[src/hdl/kct_pkg.sv]
// ----------------------------------------------------------------------------
// kct_pkg
// Shared types and codes for the keyed counter table and its cells.
// ----------------------------------------------------------------------------
`default_nettype none

package kct_pkg;

    localparam int ENTRIES = 16;
    localparam int KEY_W   = 16;
    localparam int CNT_W   = 32;
    localparam int OP_W    = 2;
    localparam int STAT_W  = 2;

    localparam logic [OP_W-1:0] OP_ADD    = 2'd0;
    localparam logic [OP_W-1:0] OP_GET    = 2'd1;
    localparam logic [OP_W-1:0] OP_REMOVE = 2'd2;

    localparam logic [STAT_W-1:0] STAT_OK    = 2'd0;
    localparam logic [STAT_W-1:0] STAT_SHORT = 2'd1;
    localparam logic [STAT_W-1:0] STAT_FULL  = 2'd2;
    localparam logic [STAT_W-1:0] STAT_SAT   = 2'd3;

    typedef enum logic [1:0] {
        S_IDLE,
        S_LOOK,
        S_COMMIT
    } t_state;

    typedef struct packed {
        logic             hit;
        logic [CNT_W-1:0] count;
        logic             free_seen;
    } t_chain;

    typedef struct packed {
        logic             commit;
        logic             upd;
        logic             clr;
        logic             alloc;
        logic [KEY_W-1:0] key;
        logic [CNT_W-1:0] count;
    } t_cell_cmd;

endpackage

`default_nettype wire

[src/hdl/kct_cell.sv]
// ----------------------------------------------------------------------------
// kct_cell
// One table entry. It compares its key, joins the lookup chain from its lower
// neighbor and applies the commit command when it was selected.
// ----------------------------------------------------------------------------
`default_nettype none

module kct_cell
    import kct_pkg::*;
(
    input  wire logic             i_clk,
    input  wire logic             i_rst_n,
    input  wire logic             i_look,
    input  wire logic [KEY_W-1:0] i_key,
    input  wire t_cell_cmd        i_cmd,
    input  wire t_chain           i_chain,
    output t_chain                o_chain,
    output logic                  o_match,
    output logic                  o_take
);

    logic             r_valid;
    logic [KEY_W-1:0] r_key;
    logic [CNT_W-1:0] r_count;
    logic             r_match;
    logic             r_take;
    logic             w_match;
    logic             w_take;

    assign w_match = r_valid && (r_key == i_key);
    assign w_take  = !r_valid && !i_chain.free_seen;

    always_comb begin
        o_chain.hit       = i_chain.hit | w_match;
        o_chain.count     = i_chain.count | (w_match ? r_count : '0);
        o_chain.free_seen = i_chain.free_seen | !r_valid;
    end

    always_ff @(posedge i_clk) begin
        if (!i_rst_n) begin
            r_valid <= 1'b0;
            r_match <= 1'b0;
            r_take  <= 1'b0;
        end else begin
            if (i_look) begin
                r_match <= w_match;
                r_take  <= w_take;
            end
            if (i_cmd.commit) begin
                if (r_match && i_cmd.clr) begin
                    r_valid <= 1'b0;
                end
                if (r_take && i_cmd.alloc) begin
                    r_valid <= 1'b1;
                end
            end
        end
    end

    always_ff @(posedge i_clk) begin
        if (i_cmd.commit) begin
            if (r_match && i_cmd.upd) begin
                r_count <= i_cmd.count;
            end
            if (r_take && i_cmd.alloc) begin
                r_key   <= i_cmd.key;
                r_count <= i_cmd.count;
            end
        end
    end

    assign o_match = r_match;
    assign o_take  = r_take;

endmodule

`default_nettype wire

[src/hdl/keyed_counter_table.sv]
// ----------------------------------------------------------------------------
// keyed_counter_table
// An associative table of key and count pairs built as a row of entry cells.
// Each beat carries an operation, a key and an amount: add accumulates with
// saturation or allocates the lowest free entry, get looks up the count, and
// remove subtracts and frees an entry whose count reaches exactly zero. Each
// input beat gives one result beat. An item passes through a lookup state,
// in which the key runs past every cell and the hit count and lowest free
// slot ripple down the cell chain, and a commit state that does the 32-bit
// add or subtract and writes the selected cell. The next beat is taken in the
// commit state, so the block takes no new item before the last one commits;
// a stalled result holds the commit state.
// ----------------------------------------------------------------------------
`default_nettype none

module keyed_counter_table
    import kct_pkg::*;
(
    input  wire logic        i_clk,
    input  wire logic        i_rst_n,
    input  wire logic        s_axis_tvalid,
    output logic             s_axis_tready,
    input  wire logic [55:0] s_axis_tdata,  // op[1:0], key[17:2], amount[49:18], zero pad
    output logic             m_axis_tvalid,
    input  wire logic        m_axis_tready,
    output logic [39:0]      m_axis_tdata   // count[31:0], status[33:32], zero pad
);

    t_state              r_state;
    t_state              n_state;
    logic [OP_W-1:0]     r_op;
    logic [KEY_W-1:0]    r_key;
    logic [CNT_W-1:0]    r_amt;
    logic                r_hit;
    logic [CNT_W-1:0]    r_hit_count;
    logic                r_full;
    logic                r_out_valid;
    logic [CNT_W-1:0]    r_out_count;
    logic [STAT_W-1:0]   r_out_status;
    logic [CNT_W-1:0]    n_out_count;
    logic [STAT_W-1:0]   n_out_status;

    logic                w_accept;
    logic                w_out_free;
    logic                w_look;
    logic                w_commit;
    t_cell_cmd           w_cmd;
    t_chain              w_chain [ENTRIES+1];
    logic [ENTRIES-1:0]  w_match;
    logic [ENTRIES-1:0]  w_take;
    logic [CNT_W:0]      w_sum;
    logic [CNT_W-1:0]    w_diff;

    assign w_out_free = !r_out_valid || m_axis_tready;
    assign w_accept   = s_axis_tvalid && s_axis_tready;

    always_comb begin
        n_state = r_state;
        case (r_state)
            S_IDLE: begin
                if (s_axis_tvalid) begin
                    n_state = S_LOOK;
                end
            end
            S_LOOK: begin
                n_state = S_COMMIT;
            end
            S_COMMIT: begin
                if (w_out_free) begin
                    n_state = s_axis_tvalid ? S_LOOK : S_IDLE;
                end
            end
            default: begin
                n_state = S_IDLE;
            end
        endcase
    end

    always_comb begin
        s_axis_tready = 1'b0;
        w_look        = 1'b0;
        w_commit      = 1'b0;
        case (r_state)
            S_IDLE: begin
                s_axis_tready = 1'b1;
            end
            S_LOOK: begin
                w_look = 1'b1;
            end
            S_COMMIT: begin
                s_axis_tready = w_out_free;
                w_commit      = w_out_free;
            end
            default: begin
                s_axis_tready = 1'b0;
            end
        endcase
    end

    always_ff @(posedge i_clk) begin
        if (!i_rst_n) begin
            r_state <= S_IDLE;
        end else begin
            r_state <= n_state;
        end
    end

    always_ff @(posedge i_clk) begin
        if (w_accept) begin
            r_op  <= s_axis_tdata[1:0];
            r_key <= s_axis_tdata[17:2];
            r_amt <= s_axis_tdata[49:18];
        end
        if (w_look) begin
            r_hit       <= w_chain[ENTRIES].hit;
            r_hit_count <= w_chain[ENTRIES].count;
            r_full      <= !w_chain[ENTRIES].free_seen;
        end
    end

    assign w_chain[0] = '{hit: 1'b0, count: '0, free_seen: 1'b0};

    for (genvar g = 0; g < ENTRIES; g++) begin : g_cell
        kct_cell u_cell (
            .i_clk   (i_clk),
            .i_rst_n (i_rst_n),
            .i_look  (w_look),
            .i_key   (r_key),
            .i_cmd   (w_cmd),
            .i_chain (w_chain[g]),
            .o_chain (w_chain[g+1]),
            .o_match (w_match[g]),
            .o_take  (w_take[g])
        );
    end

    assign w_sum  = {1'b0, r_hit_count} + {1'b0, r_amt};
    assign w_diff = r_hit_count - r_amt;

    always_comb begin
        w_cmd        = '0;
        w_cmd.commit = w_commit;
        w_cmd.key    = r_key;
        n_out_count  = '0;
        n_out_status = STAT_OK;
        case (r_op)
            OP_ADD: begin
                if (r_hit) begin
                    w_cmd.upd = 1'b1;
                    if (w_sum[CNT_W]) begin
                        w_cmd.count  = '1;
                        n_out_count  = '1;
                        n_out_status = STAT_SAT;
                    end else begin
                        w_cmd.count = w_sum[CNT_W-1:0];
                        n_out_count = w_sum[CNT_W-1:0];
                    end
                end else if (!r_full) begin
                    w_cmd.alloc = 1'b1;
                    w_cmd.count = r_amt;
                    n_out_count = r_amt;
                end else begin
                    n_out_status = STAT_FULL;
                end
            end
            OP_REMOVE: begin
                if (!r_hit) begin
                    n_out_status = STAT_SHORT;
                end else if (r_hit_count == r_amt) begin
                    w_cmd.clr = 1'b1;
                end else if (r_hit_count > r_amt) begin
                    w_cmd.upd   = 1'b1;
                    w_cmd.count = w_diff;
                    n_out_count = w_diff;
                end else begin
                    n_out_count  = r_hit_count;
                    n_out_status = STAT_SHORT;
                end
            end
            default: begin
                n_out_count = r_hit ? r_hit_count : '0;
            end
        endcase
    end

    always_ff @(posedge i_clk) begin
        if (!i_rst_n) begin
            r_out_valid <= 1'b0;
        end else if (w_commit) begin
            r_out_valid <= 1'b1;
        end else if (m_axis_tready) begin
            r_out_valid <= 1'b0;
        end
    end

    always_ff @(posedge i_clk) begin
        if (w_commit) begin
            r_out_count  <= n_out_count;
            r_out_status <= n_out_status;
        end
    end

    assign m_axis_tvalid = r_out_valid;
    assign m_axis_tdata  = {6'b0, r_out_status, r_out_count};

    a_one_match: assert property (@(posedge i_clk) disable iff (!i_rst_n)
        $onehot0(w_match))
        else $error("more than one cell holds the same key");

    a_one_take: assert property (@(posedge i_clk) disable iff (!i_rst_n)
        $onehot0(w_take))
        else $error("more than one cell picked as free slot");

    a_commit_out: assert property (@(posedge i_clk) disable iff (!i_rst_n)
        w_commit |=> r_out_valid)
        else $error("commit did not load the result register");

    a_full_zero: assert property (@(posedge i_clk) disable iff (!i_rst_n)
        (r_out_valid && (r_out_status == STAT_FULL)) |-> (r_out_count == '0))
        else $error("table full result carries a nonzero count");

endmodule

`default_nettype wire
[config.mk]
export PLATFORM = sky130hd
export DESIGN_NAME = keyed_counter_table
export DESIGN_NICKNAME = d
export VERILOG_FILES = /design/src/hdl/kct_pkg.sv /design/src/hdl/kct_cell.sv /design/src/hdl/keyed_counter_table.sv
export SDC_FILE = /design/constraint.sdc
export NUM_CORES = 1
export LEC_CHECK = 0
export BUFFER_PORTS_ARGS = -buffer_cell sky130_fd_sc_hd__buf_4
export CAP_MARGIN = 5
export CORE_ASPECT_RATIO = 1.5
export CORE_MARGIN = 4
export CORE_UTILIZATION = 56
export CTS_CLUSTER_SIZE = 25
export DETAILED_ROUTE_END_ITERATION = 16
export GPL_ROUTABILITY_DRIVEN = 0
export PLACE_DENSITY_LB_ADDON = 0.25
export REMOVE_ABC_BUFFERS = 1
export SLEW_MARGIN = 20
export SYNTH_ARGS = -nofsm -noshare
export SYNTH_HDL_FRONTEND = slang
export SYNTH_SLANG_ARGS = --single-unit
[constraint.sdc]
create_clock -name i_clk -period 4.4 [get_ports i_clk]
set_input_delay 0.88 -clock i_clk [delete_from_list [all_inputs] [get_ports i_clk]]
set_output_delay 0.88 -clock i_clk [all_outputs]
set_load 0.03 [all_outputs]
==> results.json <==
{
  "timing.hold.ws_ns": 0.4043,
  "clk_latency_ns": 0.65,
  "crit_type": "flip-flop to flip-flop",
  "drt_wl_total_um": 109700,
  "p_comb_share_pct": 6.5,
  "relSlewSlack_pct": 26.31,
  "yosysWarningCount": 0,
  "tightest_slew_ns": 1.103,
  "fin_util_pct": 64.87,
  "net-switching-power_mw": 4.070,
  "worst_slack_ns": 0.1021,
  "powerDensity_nw_per_um2": 414.9,
  "crit_chain": "ha_1 > inv_1 > a221oi_1 > a21oi_1 > o21ai_1 > o211ai_1 > a2111oi_0 > o21ai_0 > o41a_1 > nand3b_1 > buf_4",
  "grt_max_degree": 52,
  "synth-seq-cells": 937,
  "placed_area_um2": 42170,
  "clock-sinks": 937,
  "synthArstFlopShare_pct": 0,
  "clock-root-buffer": "clkbuf_16",
  "cp_max_fo": 16,
  "synth-edff-count": 886,
  "num-fill-cells": 4845,
  "hold_buffers": 0,
  "multi_input_area_um2": 11080,
  "drive_gt1_share_pct": 14.18,
  "period_needed_ns": 4.298,
  "synth_area_per_cell_um2": 14.80,
  "ir_drop_uv": 330.5,
  "fin_crit_sh_pct": 97.68,
  "status": "complete, no violations",
  "rows": 118,
  "area_delta_synth_final_pct": 14.26,
  "cts_htree_levels": 3,
  "pwr-share-clk_pct": 40.2,
  "dp.cells": 3643,
  "cp-start-kind": "flip-flop",
  "max_stage_delay_ns": 0.70,
  "cap_violations": 0,
  "p_leak_nw": 15.40,
  "worst-path-buf-inv": 2,
  "grt_pass1_vias": 25360,
  "fp.dieW_um": 224.6,
  "track_usage_pct": 28.97,
  "crit_arrival_ns": 4.77,
  "synthCells": 2662,
  "wl_per_cell_um": 28.86,
  "antenna_found_initial": 6,
  "yosys.area.top_type_share_pct": 67.53,
  "synth_top_cell_by_area": "edfxtp_1",
  "finalMaxSlewViolations": 0,
  "dp_slack_ns": 0.2801,
  "synth_ff_type": "edfxtp_1",
  "regArea_um2": 27630,
  "seqPwrFrac_pct": 53.3,
  "die_h_um": 332.8,
  "nNetsFinal": 2955,
  "cp-end-kind": "flip-flop",
  "critPathTopFamily": "compound AO/OA/AOI/OAI gates",
  "postLayoutCellArea_um2": 45010,
  "setup-violations-final": 0,
  "hold_class": "input pin to flip-flop",
  "ys_seq_area_share_pct": 70.13,
  "firstDrtPassIters": 5,
  "cts.clk_slew.worst_paths_ns": 0.07,
  "port_buffers": 89,
  "die_area_um2": 74740,
  "coreArea_um2": 69390,
  "syn_area_um2": 39400,
  "yosys-top-cells-area": "edfxtp_1, xnor2_1, a221oi_1, a22o_1, dfxtp_1",
  "hold_viol": 0,
  "dpl.hpwl_um": 66420,
  "fin_setup_tns_ns": 0,
  "vias_per_cell": 6.638,
  "p_sw_share_pct": 21.80,
  "crit_required_ns": 4.87,
  "first_iter_violations": 2674,
  "grt_pass1_wl_um": 161700,
  "num_vias": 25230,
  "finalNonFillerCells": 3801,
  "ant_nets": 0,
  "crit_slowest_cell": "a2111oi_0",
  "boundaryPins": 102,
  "finClkSkew_ns": 0.02404,
  "globalRoute.totalOverflow": 0,
  "finalPower_mw": 18.67,
  "cts_tree": "built",
  "intPower_mw": 14.60,
  "clock_path_buffers": 3,
  "numCtsBuffers": 84,
  "drc_errors": 0,
  "fmax_ghz": 0.2327,
  "rsz0062_at_grt": "no",
  "start_util_pct": 56.77,
  "yosys.cell_types.count": 74
}
==> power groups by stage <==
| stage | registers (mW) | logic [mW] | clock network [mW] |
|---|---|---|---|
| final | 9.95 | 1.21 | 7.51 |
| after global routing | 9.95 | 1.29 | 8.00 |
| after CTS | 9.95 | 1.19 | 7.60 |
| after detailed placement | 10.1 | 1.18 | 0 |
| after global placement | 10.1 | 1.14 | 0 |
| after floorplan | 10.2 | 0.635 | 0 |
==> worst paths after layout <==
path / to / from / slack [ns] / cells after the start
max: g_cell[8].u_cell.r_count[29] / r_hit_count[4] / 0.10 / 11
min: r_amt[20] / s_axis_tdata[38] / 0.40 / 1
max reg2reg: g_cell[8].u_cell.r_count[29] / r_hit_count[4] / 0.10 / 11
min reg2reg: g_cell[5].u_cell.o_take / g_cell[5].u_cell.o_take / 0.47 / 2
==> layout make-up <==
cell class                      instances  area share [%]
Antenna cell                            3         0.01668
Clock buffer                          109           5.201
Clock inverter                         46           1.106
Inverter                               68          0.5670
Multi-Input combinational cell       1511           24.61
Sequential cell                       937           61.37
Tap cell                              900           2.502
Timing Repair Buffer                  227           4.620
==> Yosys cell counts, types with 18 or more instances <==
master and number:
a21boi_0 22, a21o_1 73, a21oi_1 98, a221oi_1 131
a22o_1 130, and2_1 26, clkbuf_1 123, dfxtp_1 51
edfxtp_1 886, ha_1 64, inv_1 68, nand2_1 123
nand2b_1 18, nand3_1 19, nand4_1 86, nor2_1 85
nor2b_1 38, nor3_1 25, nor4_1 44, o211ai_1 19
o21ai_0 39, o22ai_1 23, xnor2_1 186, xor2_1 81
==> cell usage in the layout (no fill, tap or decap), drive strengths merged, types with 44 or more instances in the layout <==
| cell type | synthesis | routed |
|---|---|---|
| dfxtp | 51 | 51 |
| xnor2 | 186 | 186 |
| nor4 | 44 | 44 |
| clkbuf | 123 | 109 |
| nand4 | 86 | 86 |
| nor2 | 85 | 85 |
| a21o | 73 | 73 |
| a21oi | 98 | 98 |
| a221oi | 131 | 131 |
| edfxtp | 886 | 886 |
| buf | 28 | 227 |
| nand2 | 123 | 123 |
| a22o | 130 | 130 |
| ha | 64 | 64 |
| inv | 68 | 73 |
| xor2 | 81 | 81 |
==> cell families (layout without fill, tap and decap cells) <==
| kind of cell | count (synthesis) | in the layout | synth area share [%] |
|---|---|---|---|
| DFF | 937 | 937 | 70.13 |
| AOI/OAI and AO/OA | 667 | 667 | 12.91 |
| muxes | 3 | 3 | 0.07623 |
| and+or+nand+nor | 502 | 502 | 6.612 |
| xor gates and xnor gates | 267 | 267 | 5.936 |
| buffers and inverters | 219 | 450 | 2.191 |
| adders and majority gates | 66 | 66 | 2.134 |
| other | 1 | 9 | 0.009519 |
==> state kept, by name (all words and copies together) (netlist names), 16 cells and up <==
register / cells
g_cell.u_cell.o_take: 16
g_cell.u_cell.o_match: 16
r_amt: 32
r_out_count: 32
r_key: 16
g_cell.u_cell.r_valid: 16
g_cell.u_cell.r_key: 256
g_cell.u_cell.r_count: 512
r_hit_count: 32
==> worst register-to-register path, cell delays in order (launching register included) <==
cell and delay (ns):
edfxtp_1 0.48, ha_1 0.57, inv_1 0.11, a221oi_1 0.40, a21oi_1 0.22, o21ai_1 0.55
o211ai_1 0.30, a2111oi_0 0.70, o21ai_0 0.24, o41a_1 0.19, nand3b_1 0.15, buf_4 0.23
==> repair_timing <==
item | in CTS | in global routing
hold endpoints to repair | 0 | 0
gates resized for setup | 0 | 2
buffers inserted | 0 | 0
setup endpoints to repair | 0 | 32
==> routing by layer <==
layer | vias up | GRT usage, % | share of wire (%)
met4 | 4 | 14.06 | 5.6
met2 | 1614 | 49.29 | 50
met3 | 377 | 4.844 | 10
li1 | 10790 | - | -
met1 | 12450 | 36.17 | 35
met5 | - | 0 | 0.022
No activity file was read; power rests on OpenSTA's default activity.
